File: config.mk
export PLATFORM = sky130hd
export DESIGN_NAME = pwm_ctrl
export DESIGN_NICKNAME = d
export VERILOG_FILES = /design/src/sv/two_level_page_walk_memory_unit_macros.svh /design/src/sv/pwm_pkg.sv /design/src/sv/pwm_ctrl.sv
export SDC_FILE = /design/constraint.sdc
export NUM_CORES = 1
export LEC_CHECK = 0
export BUFFER_PORTS_ARGS = -buffer_cell sky130_fd_sc_hd__buf_2
export CORE_ASPECT_RATIO = 1.25
export CORE_UTILIZATION = 45
export DETAILED_ROUTE_END_ITERATION = 10
export PLACE_DENSITY = 0.75
export RECOVER_POWER = 50
export SYNTH_ARGS = -nofsm -noshare
export SYNTH_HDL_FRONTEND = slang
export SYNTH_SLANG_ARGS = --single-unit
File: constraint.sdc
create_clock -name clk_i -period 10.1 [get_ports clk_i]
set_input_delay 2.02 -clock clk_i [delete_from_list [all_inputs] [get_ports clk_i]]
set_output_delay 2.02 -clock clk_i [all_outputs]
set_load 0.01 [all_outputs]
File: src/sv/two_level_page_walk_memory_unit_macros.svh
// ----------------------------------------------------------------------------
// Assertion macros for the page walk memory unit
// Concurrent checks that vanish when SYNTHESIS is defined.
// ----------------------------------------------------------------------------
`ifndef TWO_LEVEL_PAGE_WALK_MEMORY_UNIT_MACROS_SVH
`define TWO_LEVEL_PAGE_WALK_MEMORY_UNIT_MACROS_SVH
`ifndef SYNTHESIS
`define PWM_ASSERT(lbl, clk, rst_n, prop) \
  lbl: assert property (@(posedge clk) disable iff (!rst_n) prop) else $error("assertion failed");
`define PWM_ASSERT_NEVER(lbl, clk, rst_n, cond) \
  lbl: assert property (@(posedge clk) disable iff (!rst_n) !(cond)) else $error("forbidden");
`else
`define PWM_ASSERT(lbl, clk, rst_n, prop)
`define PWM_ASSERT_NEVER(lbl, clk, rst_n, cond)
`endif
`endif

File: src/sv/pwm_pkg.sv
// ----------------------------------------------------------------------------
// Page walk memory package
// Shared constants and types.
// ----------------------------------------------------------------------------
package pwm_pkg;
  localparam int unsigned MemBytes = 65536;
  localparam int unsigned WordAw = $clog2(MemBytes / 4);
  localparam int unsigned WordDepth = MemBytes / 4;

  typedef enum logic [1:0] {
    OP_PHYS_RD = 2'd0,
    OP_PHYS_WR = 2'd1,
    OP_VIRT_RD = 2'd2,
    OP_VIRT_WR = 2'd3
  } op_e;

  typedef enum logic {
    CFG_PAGING = 1'b0,
    CFG_PDBASE = 1'b1
  } cfg_idx_e;

  typedef enum logic [3:0] {
    ST_IDLE,
    ST_DE_RD,
    ST_DE_CHK,
    ST_TE_RD,
    ST_TE_CHK,
    ST_TE_WB,
    ST_RANGE,
    ST_D0_RD,
    ST_D0_WR,
    ST_D1_RD,
    ST_D1_WR,
    ST_DONE
  } state_e;

  typedef struct packed {
    logic        we;
    logic [WordAw-1:0] addr;
    logic [31:0] wdata;
    logic [3:0]  be;
  } mem_req_t;
endpackage

File: src/sv/pwm_ctrl.sv
// ----------------------------------------------------------------------------
// Page walk memory controller
// Sequences walks, entry write-backs and data accesses on one memory port.
// ----------------------------------------------------------------------------
module pwm_ctrl (
  input  logic                clk_i,
  input  logic                rst_ni,
  input  logic                in_valid_i,
  output logic                in_ready_o,
  input  logic [1:0]          opcode_i,
  input  logic [31:0]         address_i,
  input  logic [2:0]          length_i,
  input  logic [31:0]         write_data_i,
  input  logic                paging_i,
  input  logic [19:0]         pdbase_i,
  output pwm_pkg::mem_req_t   mem_req_o,
  input  logic [31:0]         mem_rdata_i,
  output logic                res_valid_o,
  input  logic                res_ready_i,
  output logic [33:0]         res_o,
  output logic                busy_o
);
  import pwm_pkg::*;

  state_e      state_q, state_d;
  logic        wr_q, wr_d, split_q, split_d, part_q, part_d;
  logic [31:0] va_q, va_d, wdat_q, wdat_d, rd_q, rd_d;
  logic [2:0]  len_q, len_d, len1_q, len1_d;
  logic [31:0] pa0_q, pa0_d, pa1_q, pa1_d, ea_q, ea_d, ent_q, ent_d;
  logic        pf_q, pf_d, oor_q, oor_d;
  logic        hi_q, hi_d;
  logic [31:0] lo_q, lo_d;
  logic        ov_q, ov_d;
  logic [33:0] res_q, res_d;

  logic [31:0] wva, dbase, pa, ln32, shift_wd;
  logic [2:0]  plen;
  logic [1:0]  boff;
  logic [12:0] offsum;
  logic [33:0] lo_span;
  logic [63:0] wide_rd, wide_wd;
  logic [7:0]  be8;
  logic [WordAw-1:0] word_addr;
  logic        pa_ok, fin;

  assign wva = part_q ? (va_q + {29'd0, len1_q}) : va_q;
  assign pa = part_q ? pa1_q : pa0_q;
  assign plen = part_q ? (len_q - len1_q) : len1_q;
  assign boff = pa[1:0];
  assign word_addr = pa[WordAw+1:2] + {{(WordAw-1){1'b0}}, hi_q};
  assign lo_span = {2'b0, pa} + {31'd0, plen};
  assign pa_ok = lo_span <= 34'(MemBytes);
  assign ln32 = {29'd0, len1_q};
  assign shift_wd = part_q ? (wdat_q >> (ln32 << 3)) : wdat_q;
  assign wide_wd = {32'd0, shift_wd} << ({3'd0, boff} << 3);
  assign be8 = ((8'd1 << plen) - 8'd1) << boff;
  assign wide_rd = hi_q ? {mem_rdata_i, lo_q} : {32'd0, mem_rdata_i};
  assign dbase = {pdbase_i, 12'd0} + {20'd0, wva[31:22], 2'b00};
  assign offsum = {1'b0, address_i[11:0]} + {10'd0, length_i > 3'd4 ? 3'd4 : length_i};
  assign fin = ov_q && !res_ready_i;

  always_ff @(posedge clk_i or negedge rst_ni) begin
    if (!rst_ni) begin
      state_q <= ST_IDLE;
      ov_q <= 1'b0;
    end else begin
      state_q <= state_d;
      ov_q <= ov_d;
    end
  end

  always_ff @(posedge clk_i) begin
    wr_q <= wr_d; split_q <= split_d; part_q <= part_d; va_q <= va_d;
    wdat_q <= wdat_d; rd_q <= rd_d; len_q <= len_d; len1_q <= len1_d;
    pa0_q <= pa0_d; pa1_q <= pa1_d; ea_q <= ea_d; ent_q <= ent_d;
    pf_q <= pf_d; oor_q <= oor_d; hi_q <= hi_d; lo_q <= lo_d; res_q <= res_d;
  end

  always_comb begin
    logic [2:0] l;
    logic [31:0] lane;
    logic virt;
    state_d = state_q; wr_d = wr_q; split_d = split_q; part_d = part_q;
    va_d = va_q; wdat_d = wdat_q; rd_d = rd_q; len_d = len_q; len1_d = len1_q;
    pa0_d = pa0_q; pa1_d = pa1_q; ea_d = ea_q; ent_d = ent_q;
    pf_d = pf_q; oor_d = oor_q; hi_d = hi_q; lo_d = lo_q; res_d = res_q; ov_d = ov_q;
    mem_req_o = '0;
    in_ready_o = 1'b0;
    l = 3'd0;
    lane = '0;
    virt = 1'b0;
    if (ov_q && res_ready_i) ov_d = 1'b0;
    case (state_q)
      ST_IDLE: begin
        in_ready_o = 1'b1;
        if (in_valid_i) begin
          l = length_i > 3'd4 ? 3'd4 : length_i;
          wr_d = opcode_i[0];
          va_d = address_i; wdat_d = write_data_i; len_d = l; len1_d = l;
          rd_d = '0; pf_d = 1'b0; oor_d = 1'b0; part_d = 1'b0; split_d = 1'b0;
          hi_d = 1'b0;
          virt = opcode_i[1] && paging_i;
          pa0_d = address_i;
          if (l == 3'd0) state_d = ST_DONE;
          else if (virt) begin
            if (offsum > 13'd4096) begin
              split_d = 1'b1;
              len1_d = 3'(13'd4096 - {1'b0, address_i[11:0]});
            end
            state_d = ST_DE_RD;
          end else state_d = ST_D0_RD;
        end
      end
      ST_DE_RD: begin
        ea_d = dbase;
        if ({2'b0, dbase} + 34'd4 > 34'(MemBytes)) begin
          oor_d = 1'b1; state_d = ST_DONE;
        end else begin
          mem_req_o.addr = dbase[WordAw+1:2];
          state_d = ST_DE_CHK;
        end
      end
      ST_DE_CHK: begin
        if (!mem_rdata_i[0]) begin
          pf_d = 1'b1; state_d = ST_DONE;
        end else begin
          if (!mem_rdata_i[5]) begin
            mem_req_o.we = 1'b1; mem_req_o.addr = ea_q[WordAw+1:2];
            mem_req_o.wdata = mem_rdata_i | 32'h20; mem_req_o.be = 4'hf;
          end
          ea_d = {mem_rdata_i[31:12], 12'd0} + {20'd0, wva[21:12], 2'b00};
          state_d = ST_TE_RD;
        end
      end
      ST_TE_RD: begin
        if ({2'b0, ea_q} + 34'd4 > 34'(MemBytes)) begin
          oor_d = 1'b1; state_d = ST_DONE;
        end else begin
          mem_req_o.addr = ea_q[WordAw+1:2];
          state_d = ST_TE_CHK;
        end
      end
      ST_TE_CHK: begin
        ent_d = mem_rdata_i | 32'h20 | (wr_q ? 32'h40 : 32'h0);
        if (!mem_rdata_i[0]) begin
          pf_d = 1'b1; state_d = ST_DONE;
        end else state_d = ST_TE_WB;
      end
      ST_TE_WB: begin
        mem_req_o.we = 1'b1; mem_req_o.addr = ea_q[WordAw+1:2];
        mem_req_o.wdata = ent_q; mem_req_o.be = 4'hf;
        if (part_q) pa1_d = {ent_q[31:12], wva[11:0]};
        else pa0_d = {ent_q[31:12], wva[11:0]};
        if (split_q && !part_q) begin
          part_d = 1'b1; state_d = ST_DE_RD;
        end else begin
          part_d = 1'b0; state_d = ST_RANGE;
        end
      end
      ST_RANGE: begin
        state_d = ST_D0_RD;
      end
      ST_D0_RD, ST_D1_RD: begin
        if (!pa_ok) begin
          oor_d = 1'b1; rd_d = '0; state_d = ST_DONE;
        end else begin
          mem_req_o.addr = word_addr;
          state_d = (state_q == ST_D0_RD) ? ST_D0_WR : ST_D1_WR;
        end
        if (state_q == ST_D0_RD && split_q && pa_ok) begin
          if ({2'b0, pa1_q} + {31'd0, len_q - len1_q} > 34'(MemBytes)) begin
            oor_d = 1'b1; state_d = ST_DONE;
          end
        end
      end
      ST_D0_WR, ST_D1_WR: begin
        if (wr_q) begin
          mem_req_o.we = 1'b1; mem_req_o.addr = word_addr;
          mem_req_o.wdata = hi_q ? wide_wd[63:32] : wide_wd[31:0];
          mem_req_o.be = hi_q ? be8[7:4] : be8[3:0];
        end
        if (!hi_q && be8[7:4] != 4'd0) begin
          lo_d = mem_rdata_i; hi_d = 1'b1;
          state_d = (state_q == ST_D0_WR) ? ST_D0_RD : ST_D1_RD;
        end else begin
          hi_d = 1'b0;
          lane = wide_rd[({3'd0, boff} << 3) +: 32];
          lane = lane & ~(32'hffffffff << ({3'd0, plen} << 3));
          if (!wr_q) rd_d = part_q ? (rd_q | (lane << (ln32 << 3))) : lane;
          if (state_q == ST_D0_WR && split_q) begin
            part_d = 1'b1; state_d = ST_D1_RD;
          end else state_d = ST_DONE;
        end
      end
      ST_DONE: begin
        if (!fin) begin
          res_d = {oor_q, pf_q, (wr_q || pf_q || oor_q) ? 32'd0 : rd_q};
          ov_d = 1'b1; state_d = ST_IDLE;
        end
      end
      default: state_d = ST_IDLE;
    endcase
  end

  assign res_valid_o = ov_q;
  assign res_o = res_q;
  assign busy_o = state_q != ST_IDLE;
endmodule

==> load_flow_metrics.sql <==
INSERT INTO impl_metrics (metric_group, metric, value, unit) VALUES
('run_status', 'outcome', 'finished, violations left', ''),
('run_status', 'violations_in_the_final_reports', 'capacitance limit, slew limit', ''),
('routing', 'total_wirelength', '69.0', 'mm'),
('routing', 'vias_per_cell', '6.43', ''),
('critical_path', 'timing.critical_path.required', '8.08', 'ns'),
('cells_and_area', 'layout_common_cells', 'nand2_1 (354), edfxtp_1 (299), a21oi_1 (184)', ''),
('yosys', 'fraction_of_synthesized_cell_area_taken_by_the_top_area_cell_type', '47.0', '%'),
('yosys', 'seq_area_frac_synth', '47.7', '%'),
('clocking', 'tritoncts', 'done', ''),
('sta', 'timing.setup.tns', '0', 'ns'),
('yosys', 'cell_area_synth', '0.0191', 'sq mm'),
('global_route', 'grt_first_pass_wirelength', '102', 'mm'),
('cells_and_area', 'areaGrowthSynthToFinish', '12.6', '%'),
('die', 'die_width', '186', 'um'),
('critical_path', 'criticalPathCategory', 'reg2out', ''),
('yosys', 'number_of_instances_in_the_synthesized_netlist', '2021', ''),
('yosys', 'async_reset_ff_share', '1.64', '%'),
('cells_and_area', 'final_net_count', '2322', ''),
('yosys', 'biggest_area_consumer_among_synthesized_cells', 'edfxtp_1', ''),
('sta', 'worstMarginPinSlew', '2.50', 'ns'),
('power', 'sw_power', '2.15', 'mW'),
('sta', 'finalWorstSetupSlack', '1.15', 'ns'),
('die', 'die-height', '232', 'um'),
('die', 'core_region_area', '0.0419', 'sq mm'),
('sta', 'timing.clock.skew', '0.0217', 'ns'),
('placed_design', 'placed_area', '0.0206', 'sq mm'),
('power', 'cellPowerDensity', '242', 'mW/mm^2'),
('cells_and_area', 'final_area', '0.0215', 'sq mm'),
('sta', 'finalCriticalPeriod', '8.95', 'ns'),
('yosys', 'netlist_top_cells_area', 'edfxtp_1 (47%), nand2_1 (7.0%), a21oi_1 (4.9%), mux2i_1 (2.8%), nor2_1 (2.6%)', ''),
('global_route', 'gr-total-overflow', '0', ''),
('placed_design', 'port_buffers', '213', ''),
('power', 'total_power_consumption', '5.20', 'mW'),
('routing', 'drt_iter0_markers', '2226', ''),
('placed_design', 'hpwlAfterDp', '51.2', 'mm'),
('routing', 'first_pass_drt_iterations', '7', ''),
('sta', 'slew_violations', '222', ''),
('global_route', 'met2_usage', '51.4', '%'),
('clocking', 'sinks_on_clock_net', '304', ''),
('yosys', 'flop_and_latch_count_out_of_synthesis', '304', ''),
('clocking', 'clkLatencyLatePin', '0.60', 'ns'),
('yosys', 'prevailing_post_synth_register_cell', 'edfxtp_1', ''),
('routing', 'route.detailed.wl_per_inst', '25.0', 'um'),
('sta', 'hold_viol', '0', ''),
('power', 'comb_power_share', '40.5', '%'),
('yosys', 'yosys_warnings', '0', ''),
('critical_path', 'critical_path.max_fanout', '15', ''),
('cells_and_area', 'final_cells', '2756', ''),
('placed_design', 'gpl.final_weighted_congestion', '1.03', ''),
('critical_path', 'regToRegSetupSlack', '3.51', 'ns'),
('yosys', 'synth_edf_count', '299', ''),
('clocking', 'cts_root_buf', 'clkbuf_16', ''),
('global_route', 'antenna_violations_before_repair', '1', ''),
('clocking', 'post_cts_resize_count', '0', ''),
('job', 'maxCapViolCount', '6', ''),
('clocking', 'cts-root-to-sink-buffers', '3', ''),
('sta', 'setup_viol', '0', ''),
('power', 'internal_power', '3.05', 'mW'),
('placed_design', 'place.detailed.instances', '2700', ''),
('routing', 'final_antenna_net_count', '0', ''),
('yosys', 'synth_cell_type_count', '88', ''),
('global_route', 'most_used_routing_layer', 'met2', ''),
('global_route', 'use_met3', '4.60', '%'),
('sta', 'setup_repair_after_global_routing_missed_its_margin', 'false', ''),
('clocking', 'cts-buffers-inserted', '31', ''),
('clocking', 'clkSlewWorstSetupHoldPaths', '0.06', 'ns'),
('power', 'p_sw_share', '41.4', '%'),
('clocking', 'h-tree-depth', '1', ''),
('cells_and_area', 'final_layout_size_suffix_gt1_share', '12.2', '%'),
('power', 'worst_ir_drop_vdd', '172', 'uV'),
('routing', 'route.vias.total', '17700', '');
==> worst paths after layout <==
check / to / cells past startpoint / start
max in group asynchronous: state_q[0] / 1 / rst_ni
min in group asynchronous: state_q[3] / 1 / rst_ni
worst max register to register: rd_q[21] / 19 / len_q[0]
worst min-delay path: pa1_q[15] / 0 / ent_q[15]
worst min register to register: pa1_q[15] / 0 / ent_q[15]
worst max-delay path: mem_req_o[39] / 20 / len_q[0]
==> cell usage after synthesis (8+ instances only) <==
master and instances:
a211oi_1 14, a21oi_1 186, a221o_1 8, a221oi_1 21
a22o_1 21, a22oi_1 61, a2bb2oi_1 9, a311o_1 8
a31oi_1 25, and2_1 45, and3_1 26, buf_2 18
clkbuf_1 92, edfxtp_1 299, ha_1 17, inv_1 48
mux2_2 8, mux2i_1 53, mux4_2 8, nand2_1 354
nand2b_1 13, nand3_1 65, nand3b_1 15, nand4_1 32
nor2_1 134, nor2b_1 11, nor3_1 49, nor4_1 22
o211ai_1 30, o21ai_0 93, o21ai_1 15, o22ai_1 12
xnor2_1 33, xor2_1 34
==> worst max-delay path, cell delays in order, from the launching register on <==
cell and delay [ns]:
edfxtp_1 0.35, inv_1 0.07, ha_1 0.15, inv_1 0.05, fa_1 0.37, xor2_1 0.32
nor3_1 0.12, nor2_1 0.39, inv_1 0.30, ha_1 0.40, nand3_1 0.14, a222oi_1 0.65
nand4_1 0.21, nor3_1 0.29, mux2_2 0.36, or4_4 0.54, nor4_4 0.44, a32o_1 0.70
a22oi_1 0.18, o21ai_1 0.13, buf_2 0.16
==> sequential cells by signal, indices dropped and copies added (netlist names), 4 cells and up <==
| signal | flops |
|---|---|
| pa0_q | 32 |
| ent_q | 31 |
| pa1_q | 32 |
| rd_q | 32 |
| lo_q | 32 |
| ea_q | 30 |
| wdat_q | 32 |
| res_o | 34 |
| va_q | 32 |
| state_q | 4 |
==> metal layers <==
layer	vias up	wire length, um
met2	1187	32300
met4	2	4240
met3	209	6250
li1	7914	-
met5	-	13
met1	8420	26200
==> final cells by class <==
| class | count | area (sq um) |
|---|---|---|
| clock inverter | 20 | 180 |
| sequential | 304 | 9100 |
| fill | 3864 | 20400 |
| timing repair buffer | 243 | 1180 |
| tap | 559 | 699 |
| inverter | 53 | 199 |
| multi-input combinational | 1541 | 9340 |
| clock buffer | 36 | 795 |
==> power by group through the flow <==
stage | logic [mW] | registers (mW) | clock network [mW]
after floorplan | 1.40 | 1.91 | 0
after global placement | 2.02 | 1.98 | 0
after detailed placement | 2.05 | 1.98 | 0
after CTS | 2.07 | 1.95 | 1.14
after global routing | 2.25 | 1.99 | 1.18
final | 2.10 | 1.97 | 1.13
==> cell families after synthesis <==
| kind of cell | Yosys count | synth area share, % |
|---|---|---|
| and+or+nand+nor | 814 | 20.3 |
| AOI/OAI and AO/OA | 566 | 19.1 |
| DFF | 304 | 47.7 |
| buffers and inverters | 176 | 3.74 |
| muxes | 72 | 4.41 |
| xor gates and xnor gates | 67 | 3.07 |
| adders and majority gates | 22 | 1.64 |
Power figures use the tool's default switching activity.
